`config.mk`:
```
export PLATFORM = sky130hd
export DESIGN_NAME = satp_queue
export DESIGN_NICKNAME = d
export VERILOG_FILES = /design/src/hw/rtl/satp_queue.sv
export SDC_FILE = /design/constraint.sdc
export NUM_CORES = 1
export LEC_CHECK = 0
export BUFFER_PORTS_ARGS = -buffer_cell sky130_fd_sc_hd__buf_4
export CORE_MARGIN = 8
export CORE_UTILIZATION = 56
export DETAILED_ROUTE_END_ITERATION = 16
export PLACE_DENSITY = 0.84
export SLEW_MARGIN = 20
export SYNTH_ARGS = -nofsm -noshare
export SYNTH_HDL_FRONTEND = slang
export SYNTH_SLANG_ARGS = --single-unit
export TNS_END_PERCENT = 100
```
`constraint.sdc`:
```
create_clock -name clk -period 6.9 [get_ports clk]
set_input_delay 1.035 -clock clk [delete_from_list [all_inputs] [get_ports clk]]
set_output_delay 1.035 -clock clk [all_outputs]
set_load 0.01 [all_outputs]
```
`src/hw/rtl/satp_queue.sv`:
```
module satp_queue #(
	parameter int W = 60
) (
	input logic clk,
	input logic arst_n,
	input logic push_valid,
	output logic push_ready,
	input logic [W-1:0] push_data,
	output logic pop_valid,
	input logic pop_ready,
	output logic [W-1:0] pop_data
);
	// Two-entry ring buffer.
	logic [W-1:0] slot_q [2];
	logic wr_ptr_q;
	logic rd_ptr_q;
	logic [1:0] cnt_q;
	logic do_push;
	logic do_pop;

	assign push_ready = (cnt_q != 2'd2);
	assign pop_valid = (cnt_q != 2'd0);
	assign pop_data = slot_q[rd_ptr_q];
	assign do_push = push_valid && push_ready;
	assign do_pop = pop_valid && pop_ready;

	// Pointer and fill count.
	always_ff @(posedge clk or negedge arst_n) begin
		if (!arst_n) begin
			wr_ptr_q <= 1'b0;
			rd_ptr_q <= 1'b0;
			cnt_q <= 2'd0;
		end else begin
			if (do_push) wr_ptr_q <= ~wr_ptr_q;
			if (do_pop) rd_ptr_q <= ~rd_ptr_q;
			if (do_push && !do_pop) cnt_q <= cnt_q + 2'd1;
			else if (do_pop && !do_push) cnt_q <= cnt_q - 2'd1;
		end
	end

	// Payload storage.
	always_ff @(posedge clk) begin
		if (do_push) slot_q[wr_ptr_q] <= push_data;
	end
endmodule

```
## Word level (Yosys, flattened, before mapping)

Memory sizes are Yosys's and may differ from the RTL's.
Index checks and enable logic that the tools add are counted.

- Flip-flop bits (word level): 4
- Bits in writable memories: 120
- Input port bits: 64
- Output and inout bits: 62
- Memories: 1

Memory list:

| memory | depth | width | read ports | clocked after Yosys merged registers in | wr ports | RTL line | text |
|---|---|---|---|---|---|---|---|
| slot_q | 2 | 60 | 1 | 0 | 1 | 14 | `logic [W-1:0] slot_q [2];` |

- $add $sub $neg: 2
- Eq/ne operators: 1
- Mux-type cells: 4
- Bitwise operators: 2
- Reduce and logical (&&, ||, !) cells: 8

Operator list:

| cell | number |
|---|---|
| logical AND 1 bit | 4 |
| two-way mux 2 bit | 2 |
| nonzero test 2 bit | 2 |
| adder 2 x 1 -> 2 bit, second input constant | 1 |
| logical NOT 1 bit | 2 |
| two-way mux 1 bit | 2 |
| != test 2 bit, second input constant | 1 |
| inverter 1 bit | 2 |
| subtractor 2 x 1 -> 2 bit, second input constant | 1 |

## Longest topological paths before layout

Gate-level depths: netlist of the first run.

- Word-level depth: 6
- Mapped depth: 7
- Mapped depth without buffers: 7

## Worst setup path after synthesis of the first run

No wires, ideal clock.

- Path kind: input -> register
- From: input push_valid
- To: memory slot_q[0][0], enable pin
- Library setup time: 478 ps
- Arrival time: 3637 ps
- Path slack: 2785 ps
- Stages: 2
- Buffers on the path: 0
- Cells stage by stage: nand2_1 -> nor2_1

- Word-level cells in the longest chain between the ends: 3

Ends and longest elaborated chain:

| item | RTL line | text |
|---|---|---|
| from (decl) | 6 | `input logic push_valid,` |
| logical AND 1 bit | 24 | `assign do_push = push_valid && push_ready;` |
| two-way mux 1 bit | 43 | `if (do_push) slot_q[wr_ptr_q] <= push_data;` |
| two-way mux 1 bit (implied by the code) | 43 |  |
| to (decl) | 14 |  |

Every way passes these cells.

## Final worst setup path of the first run

- From: register rd_ptr_q
- To: output pop_data[52]

- Word-level cells in the longest chain between the ends: 1

Ends and longest elaborated chain:

| item | RTL line | text |
|---|---|---|
| from (decl) | 16 | `logic rd_ptr_q;` |
| from (signal assigned) | 35 | `if (do_pop) rd_ptr_q <= ~rd_ptr_q;` |
| memory (2 x 60 bit) | n/a |  |
| to (decl) | 11 | `output logic [W-1:0] pop_data` |

Every way passes these cells.

==> results of run 1 <==
[synth_stat cells]
master,number,area share (%)
ha_1,1,0.26
nand2b_1,1,0.13
mux2_4,59,18
and3_1,1,0.13
nand2_1,2,0.16
mux2_2,1,0.23
xor2_1,2,0.36
buf_6,1,0.23
edfxtp_1,120,75
buf_12,6,2.5
dfrtp_1,4,2.1
or2_1,1,0.13
xnor2_1,3,0.54
inv_1,1,0.078
nor2_1,2,0.16
[kinds of logic after synthesis]
family	Yosys count
buf+inv	8
fa+ha+maj	1
flops	124
simple gates	7
mux	60
xor+xnor	5
[critical path: cells and delay by family (launching register included)]
kind	cells	cell delay [ps]
buffers and inverters	2	870
DFF	1	610
muxes	1	410
[placed cells by master, fill, tap and decap left out]
cell type and instances:
buf_4 128, ha_1 1, and3_2 1, or2_1 1
edfxtp_1 120, xor2_1 2, clkinvlp_4 2, bufinv_16 2
nor2_4 1, nand2b_1 1, inv_1 1, dfrtp_1 3
mux2_4 59, dfrtp_4 1, clkinv_4 2, mux2_2 1
clkbuf_1 4, nand2_1 2, xnor2_1 3, inv_6 1
clkbuf_8 1, nor2_1 1, clkbuf_16 16, clkinv_2 4
[cell type report]
type / instances / area (um2) / area share, %
sequential: 124 / 3707 / 58.35
multi-input combinational: 73 / 996.0 / 15.68
timing repair buffer: 128 / 960.9 / 15.12
clock buffer: 21 / 429.2 / 6.755
tap: 108 / 135.1 / 2.127
clock inverter: 11 / 121.4 / 1.910
inverter: 1 / 3.754 / 0.05908
[power by group through the flow]
stage	Combinational [mW]	Sequential [mW]	Clock, mW
2_1_floorplan	0.649	1.09	0
3_3_place_gp	0.911	1.11	0
3_5_place_dp	0.917	1.13	0
4_1_cts	0.921	1.11	0.819
5_1_grt	0.963	1.12	0.854
6_report	0.901	1.11	0.807
[how the worst max path moves through the flow]
stage	start	end	slack (ps)
floorplan	push_valid	slot_q[0][0]	2780
global placement	rd_ptr_q	pop_data[52]	3950
detailed placement	rd_ptr_q	pop_data[52]	3940
CTS	rd_ptr_q	pop_data[52]	3400
global route	rd_ptr_q	pop_data[52]	3360
finish	rd_ptr_q	pop_data[52]	3460
[flip-flops by register name, summed over array words and instances (netlist names)]
signal	count
cnt_q	2
wr_ptr_q	1
rd_ptr_q	1
slot_q	120
[per-layer routing]
layer | track usage (%) | routed length (um)
met1 | 15.56 | 3059
met2 | 24.67 | 4690
met3 | 5.851 | 592
met4 | 6.745 | 93
met5 | 0 | 0
==> results.cfg, run 1 <==
[status]
outcome = finished, final reports clean

[power]
power_frac_clock_pct = 28.7
p_int_mw = 2.057
power_mw = 2.817
powerDensity_nw_per_um2 = 443.3
vdd_drop_max_v = 0.0003246
power_frac_comb_pct = 32.0
p_leak_nw = 2.580
power_frac_seq_pct = 39.3
p_sw_uw = 759.7
swShare_pct = 26.97

[final_layout]
antenna_cells = 0
final.fill_count = 506
fin_nets = 410
fin_area_um2 = 6354
area_growth_pct = 31.66
fin_util_pct = 74.30
layout-drive-gt1-share_pct = 61.17
stdcell_count = 466

[yosys]
synthAdderAreaFrac_pct = 0.2593
synthCells = 205
synthesis.area_um2 = 4826
synth-simple-area-share_pct = 0.7000
synth_xor_area_share_pct = 0.9074
syn_avg_cell_area_um2 = 23.54
yosysUniqueCellTypes = 15
yosys_warnings = 0
ys_ff_latch = 124
synthesis.nets = 270
yosysSeqAreaShare_pct = 76.74
synth_mux_area_share_pct = 18.59
synth_compound_gate_area_share_pct = 0
synth_top_family_by_area = multiplexers

[global_routing]
grt_max_degree = 61
antenna_found_initial = 0
grt_usage_pct = 14.51
grt_pass1_vias = 2460
grt_first_pass_wirelength_um = 12510
gr-total-overflow = 0

[worst_setup_path]
end_kind = primary output
crit_required_ps = 5860
critPathMaxFanout = 46
crit_top_cell = buf_4
cp_slowest_cell = buf_4
critPathKind = reg2out
regToRegEndpoint = slot_q[0][28]
timing.critical_path.from_type = register
reg2reg_from = cnt_q[0]
cp.arrival_ps = 2410
path_cells = buf_4 -> mux2_2 -> buf_4
r2r_slack_ps = 5070
cpPeakStageDelay_ps = 730
reg2reg_depth = 4

[sta]
post-route-period-util_pct = 49.91
setup_tns_ps = 0
rsz0062_at_grt = false
setup_ws_ps = 3456
max_slew_margin_pct = 44.15
whs_ps = 327.8
finalSetupViolations = 0
tightest_slew_ps = 837.8
final_max_slew_viol_count = 0
hold_viol_final = 0
fin_skew_ps = 9.619
max_freq_mhz = 290.4
fin_crit_ps = 3444

[cts]
cts_setup_buffers = 0
cts-htree-levels = 4
clock_path_buffers = 2
cts_buffers = 17
worstSkewPairLatency_ps = 490
cts_tree = done
path_clk_slew_ps = 60
hold_buffers = 0
cts-resized-gates = 0
clock_sinks = 124
cts_root_buf = clkbuf_8

[placed_design]
place_congestion = 0.6744
dpl.hpwl_um = 5646
dpl.cell_count = 434
pre_cts_slack_ps = 3939
port_buffers = 125
placed_cell_area_um2 = 5803

[detailed_routing]
routed_wl_um = 8436
via_per_inst = 4.897
vias = 2282
drc = 0
first_pass_iters = 4
first_iter_violations = 68
ant_nets = 0
drt-wirelength-per-cell_um = 18.10

[floorplan]
core_um2 = 8551
num_rows = 34
die_w_um = 108.8
start_util_pct = 56.44
io_pins = 126
dieArea_um2 = 11840
die_height_um = 108.8

[min_path]
min_path_type = in2async

[flow_run]
max_cap_violations = 0
No activity file was read; power rests on OpenSTA's default activity.
==> run 2, diff against run 1 <==
--- a/config.mk
+++ b/config.mk
@@ -7,9 +7,9 @@
 export LEC_CHECK = 0
 export BUFFER_PORTS_ARGS = -buffer_cell sky130_fd_sc_hd__buf_4
 export CORE_MARGIN = 8
-export CORE_UTILIZATION = 56
+export CORE_UTILIZATION = 52
 export DETAILED_ROUTE_END_ITERATION = 16
-export PLACE_DENSITY = 0.84
+export PLACE_DENSITY = 0.79
 export SLEW_MARGIN = 20
 export SYNTH_ARGS = -nofsm -noshare
 export SYNTH_HDL_FRONTEND = slang
==> constraint.sdc (replaced) <==
create_clock -name clk -period 3.6 [get_ports clk]
set_input_delay 0.54 -clock clk [delete_from_list [all_inputs] [get_ports clk]]
set_output_delay 0.54 -clock clk [all_outputs]
set_load 0.01 [all_outputs]
==> run 2 against run 1 <==
Against the previous run: sequential share of layout area decreased by 0.74 points; design area grew 1.3%; register-to-register slack worse by 3500 ps; utilization decreased by 3.7 points; clock skew rose by 1.4 ps; first-iteration DRC count increased by 2.9%; critical path type unchanged; via count rose by 1.9%; wire length up 4.6%; highest routed layer unchanged; critical path depth unchanged; hold slack got worse by 110 ps; worst setup slack worse by 2600 ps; sequential power grew 99%; critical endpoint is now pop_data[32].
==> results.cfg, run 2 (synthesized netlist as in run 1, its figures left out) <==
[status]
outcome = finished, final reports clean

[sta]
max_freq_mhz = 363.0
fin_crit_ps = 2755
tightest_slew_ps = 819.6
max_slew_margin_pct = 45.36
fin_skew_ps = 11.04
rsz0062_at_grt = false
post-route-period-util_pct = 76.53
final_max_slew_viol_count = 0
setup_tns_ps = 0
hold_viol_final = 0
finalSetupViolations = 0

[floorplan]
core_um2 = 9109
die_height_um = 112.3
num_rows = 35
io_pins = 126
start_util_pct = 52.98
die_w_um = 112.3
dieArea_um2 = 12620

[final_layout]
final.fill_count = 597
area_growth_pct = 33.34
antenna_cells = 0
layout_common_cells = 127 x buf_4, 120 x edfxtp_1, 59 x mux2_4, 16 x clkbuf_16, 4 x clkinvlp_4
layout-drive-gt1-share_pct = 61.39
largest_reg_flops = 120
fin_nets = 412
regMostFlops = slot_q
final_common_cell = buf_4
reg_top3 = slot_q: 120 flops, cnt_q: 2 flops
stdcell_count = 471

[cts]
cts_buffers = 17
clock_path_buffers = 2
cts_tree = done
path_clk_slew_ps = 60
clock_sinks = 124
cts-htree-levels = 4
cts_root_buf = clkbuf_8
worstSkewPairLatency_ps = 500

[worst_setup_path]
cpPeakStageDelay_ps = 970
path_cells = buf_12 -> mux2_4 -> buf_4
cp.arrival_ps = 2210
timing.critical_path.from_type = register
cp_slowest_cell = dfrtp_4
critPathMaxFanout = 43
end_kind = primary output
crit_required_ps = 3060
critPathKind = reg2out

[flow_run]
max_cap_violations = 0

[global_routing]
gr-total-overflow = 0
grt_pass1_vias = 2567
grt_max_degree = 44
grt_first_pass_wirelength_um = 13390
antenna_found_initial = 0
grt_usage_pct = 14.06

[placed_design]
port_buffers = 125
place_congestion = 0.6744
dpl.cell_count = 438
dpl.hpwl_um = 6029

[power]
vdd_drop_max_v = 0.0007997
p_leak_nw = 2.605
powerDensity_nw_per_um2 = 861.2

[detailed_routing]
ant_nets = 0
vias = 2326
drt-wirelength-per-cell_um = 18.73
first_iter_violations = 70
first_pass_iters = 4
routed_wl_um = 8824
drc = 0
via_per_inst = 4.938

[min_path]
min_path_type = in2reg
## run 2: changes by cell type in the layout (fill, tap and decap cells not counted)
cell,change
clkinv_1,+3
clkinv_4,-1
clkinv_2,-3
clkbuf_1,-4
inv_6,+2
dlygate4sd3_1,+1
buf_4,-1
clkinvlp_4,+2
bufinv_16,+1
buf_12,+2
## run 2: metrics by stage
stage	utilization [%]	setup WS, ps	cell area [um2]	power [mW]	hold slack, ps
after floorplan	-	913.1	4828	3.330	244.4
after global placement	64.11	1340	5839	3.920	337.4
after detailed placement	64.11	1332	5839	3.955	339.1
after CTS	70.65	791.8	6435	5.620	199.9
after global routing	70.65	743.2	6435	5.776	198.1
final	70.65	845.0	6435	5.542	222.4
## run 2: worst paths after layout
| kind | start | endpoint | slack [ps] | cells after the start |
|---|---|---|---|---|
| hold reg to reg | cnt_q[1] | cnt_q[1] | 490 | 1 |
| hold / removal | push_data[30] | slot_q[1][30] | 220 | 1 |
| min in group asynchronous | arst_n | cnt_q[1] | 380 | 2 |
| setup / recovery | rd_ptr_q | pop_data[32] | 850 | 3 |
| max in group asynchronous | arst_n | rd_ptr_q | 3100 | 2 |
| setup reg to reg | cnt_q[0] | slot_q[1][42] | 1590 | 3 |
## run 2: area by class of cell
class                           count  area (um2)  area share (%)
Sequential cell                   124        3707           57.61
Timing Repair Buffer              130        1003           15.59
Multi-Input combinational cell     73       996.0           15.48
Clock buffer                       17       414.1           6.436
Clock inverter                     15       171.4           2.664
Tap cell                          111       138.9           2.158
Inverter                            1       3.754         0.05833
## run 2: worst max-delay path: cells and delay by family, from the launching register on
family   cells  cell delay, ps
mux          1             320
buf+inv      2             430
flops        1             970
## run 2: power by group
group | switching [mW] | internal, mW
Combinational | 0.683 | 1.00
Clock | 0.595 | 1.05
Sequential | 0.227 | 1.98
## run 2: per-layer routing
metal	up-vias	track usage, %	part of all wire (%)
met5	-	0	0
met4	0	6.205	1.0
met3	8	4.992	6.3
met2	77	23.65	52
met1	1148	15.85	41
li1	1093	-	-
## run 2: what timing repair did
action	CTS	global route
endpoints found under the hold margin	4	0
hold buffers	1	0
setup buffers	0	0
resized for setup	0	0
==> run 3, diff against run 2 <==
==> constraint.sdc (replaced) <==
create_clock -name clk -period 2.7 [get_ports clk]
set_input_delay 0.405 -clock clk [delete_from_list [all_inputs] [get_ports clk]]
set_output_delay 0.405 -clock clk [all_outputs]
set_load 0.01 [all_outputs]
==> run 3 against run 2 <==
Against the previous run: combinational power grew 42%; hold slack worse by 130 ps; first-iteration DRC count decreased by 16%; final cell count up 0.21%; utilization grew 0.45 points; clock skew fell by 2.9 ps.
==> results.cfg, run 3 (synthesized netlist as in run 1, its figures left out) <==
[final_layout]
fin_util_pct = 71.10
regMostFlops = slot_q
multi_input_area_um2 = 996.0
regArea_um2 = 3707
fin_area_um2 = 6476
layout-drive-gt1-share_pct = 62.33
final.fill_count = 599
final_common_cell = buf_4
antenna_cells = 0
area_growth_pct = 34.20
stdcell_count = 472
layout_common_cells = 129 x buf_4, 120 x edfxtp_1, 59 x mux2_4, 16 x clkbuf_16, 6 x clkinv_4
fin_nets = 414
largest_reg_flops = 120
reg_top3 = slot_q: 120 flops, cnt_q: 2 flops

[cts]
cts_root_buf = clkbuf_8
clock_sinks = 124
cts-htree-levels = 4
cts_tree = done
clock_path_buffers = 2
cts_setup_buffers = 0
path_clk_slew_ps = 60
worstSkewPairLatency_ps = 490
cts_buffers = 17

[sta]
fin_crit_ps = 2304
finalSetupViolations = 0
max_slew_margin_pct = 64.72
max_freq_mhz = 433.9
tightest_slew_ps = 529.2
post-route-period-util_pct = 85.35
final_max_slew_viol_count = 0
rsz0062_at_grt = false
fin_skew_ps = 8.123
setup_tns_ps = 0
hold_viol_final = 0

[flow_run]
max_cap_violations = 0

[global_routing]
grt_max_degree = 44
grt_pass1_vias = 2578
grt_first_pass_wirelength_um = 13390
grt_usage_pct = 13.92
gr-total-overflow = 0
antenna_found_initial = 0

[floorplan]
core_um2 = 9109
die_w_um = 112.3
start_util_pct = 52.98
dieArea_um2 = 12620
io_pins = 126
num_rows = 35
die_height_um = 112.3

[worst_setup_path]
reg2reg_from = cnt_q[0]
reg2reg_depth = 4
regToRegEndpoint = slot_q[0][26]
r2r_slack_ps = 1030
critPathMaxFanout = 43
timing.critical_path.from_type = register
end_kind = primary output
crit_required_ps = 2300
critPathKind = reg2out
cp.arrival_ps = 1900

[detailed_routing]
routed_wl_um = 8640
drt-wirelength-per-cell_um = 18.31
first_pass_iters = 4
ant_nets = 0
first_iter_violations = 59
vias = 2289
drc = 0
via_per_inst = 4.850

[min_path]
worstHoldStart = push_data[36]
holdPathEnd = slot_q[1][36]
hold_depth = 1
min_path_type = in2reg

[power]
powerDensity_nw_per_um2 = 1155
p_leak_nw = 2.635
vdd_drop_max_v = 0.0008668

[placed_design]
placed_cell_area_um2 = 5854
dpl.cell_count = 440
port_buffers = 125
place_congestion = 0.6832
dpl.hpwl_um = 5801

[status]
outcome = finished, final reports clean
## run 3: per-layer routing
layer,GRT usage [%],wire [um],up-vias
met5,0,0,-
met4,6.475,102,0
met3,4.938,522,8
met2,23.97,4525,77
met1,15.09,3490,1114
li1,-,-,1090
## run 3: cell type report
cell class                      instances  area share [%]
Multi-Input combinational cell         73           15.38
Tap cell                              111           2.145
Sequential cell                       124           57.25
Inverter                                1         0.05796
Clock inverter                         14           3.053
Timing Repair Buffer                  132           15.73
Clock buffer                           17           6.395
## run 3: through the flow
stage          hold WS [ps]  total power, mW  setup WS [ps]
4_1_cts               63.40            7.603          365.3
5_1_grt               64.66            7.818          328.7
6_report              93.18            7.481          395.5
3_5_place_dp          208.8            5.285          909.5
2_1_floorplan         109.4            4.440          13.14
3_3_place_gp          205.0            5.237          928.7
## run 3: how the worst max path moves through the flow
stage	startpoint	end	slack (ps)	cells past startpoint
finish	rd_ptr_q	pop_data[57]	400	3
global route	rd_ptr_q	pop_data[32]	330	3
CTS	rd_ptr_q	pop_data[49]	370	3
detailed placement	rd_ptr_q	pop_data[49]	910	3
global placement	rd_ptr_q	pop_data[49]	930	3
floorplan	cnt_q[0]	slot_q[0][0]	10	3
## run 3: critical path, stage by stage, from the launching register on
cell,delay [ps]
dfrtp_4,540
buf_12,310
mux2_4,340
buf_4,150
## run 3: what timing repair did
| action | 4_1_cts | 5_1_grt |
|---|---|---|
| setup endpoints to repair | 0 | 0 |
| resized for setup | 0 | 0 |
| hold endpoints to repair | 4 | 0 |
| hold buffers | 1 | 0 |
## run 3: report_power, final
part	internal (mW)	total (mW)	switching [mW]
clock	1.50	2.28	0.787
sequential	2.64	2.80	0.157
combinational	1.34	2.40	1.06
total	5.48	7.48	2.00
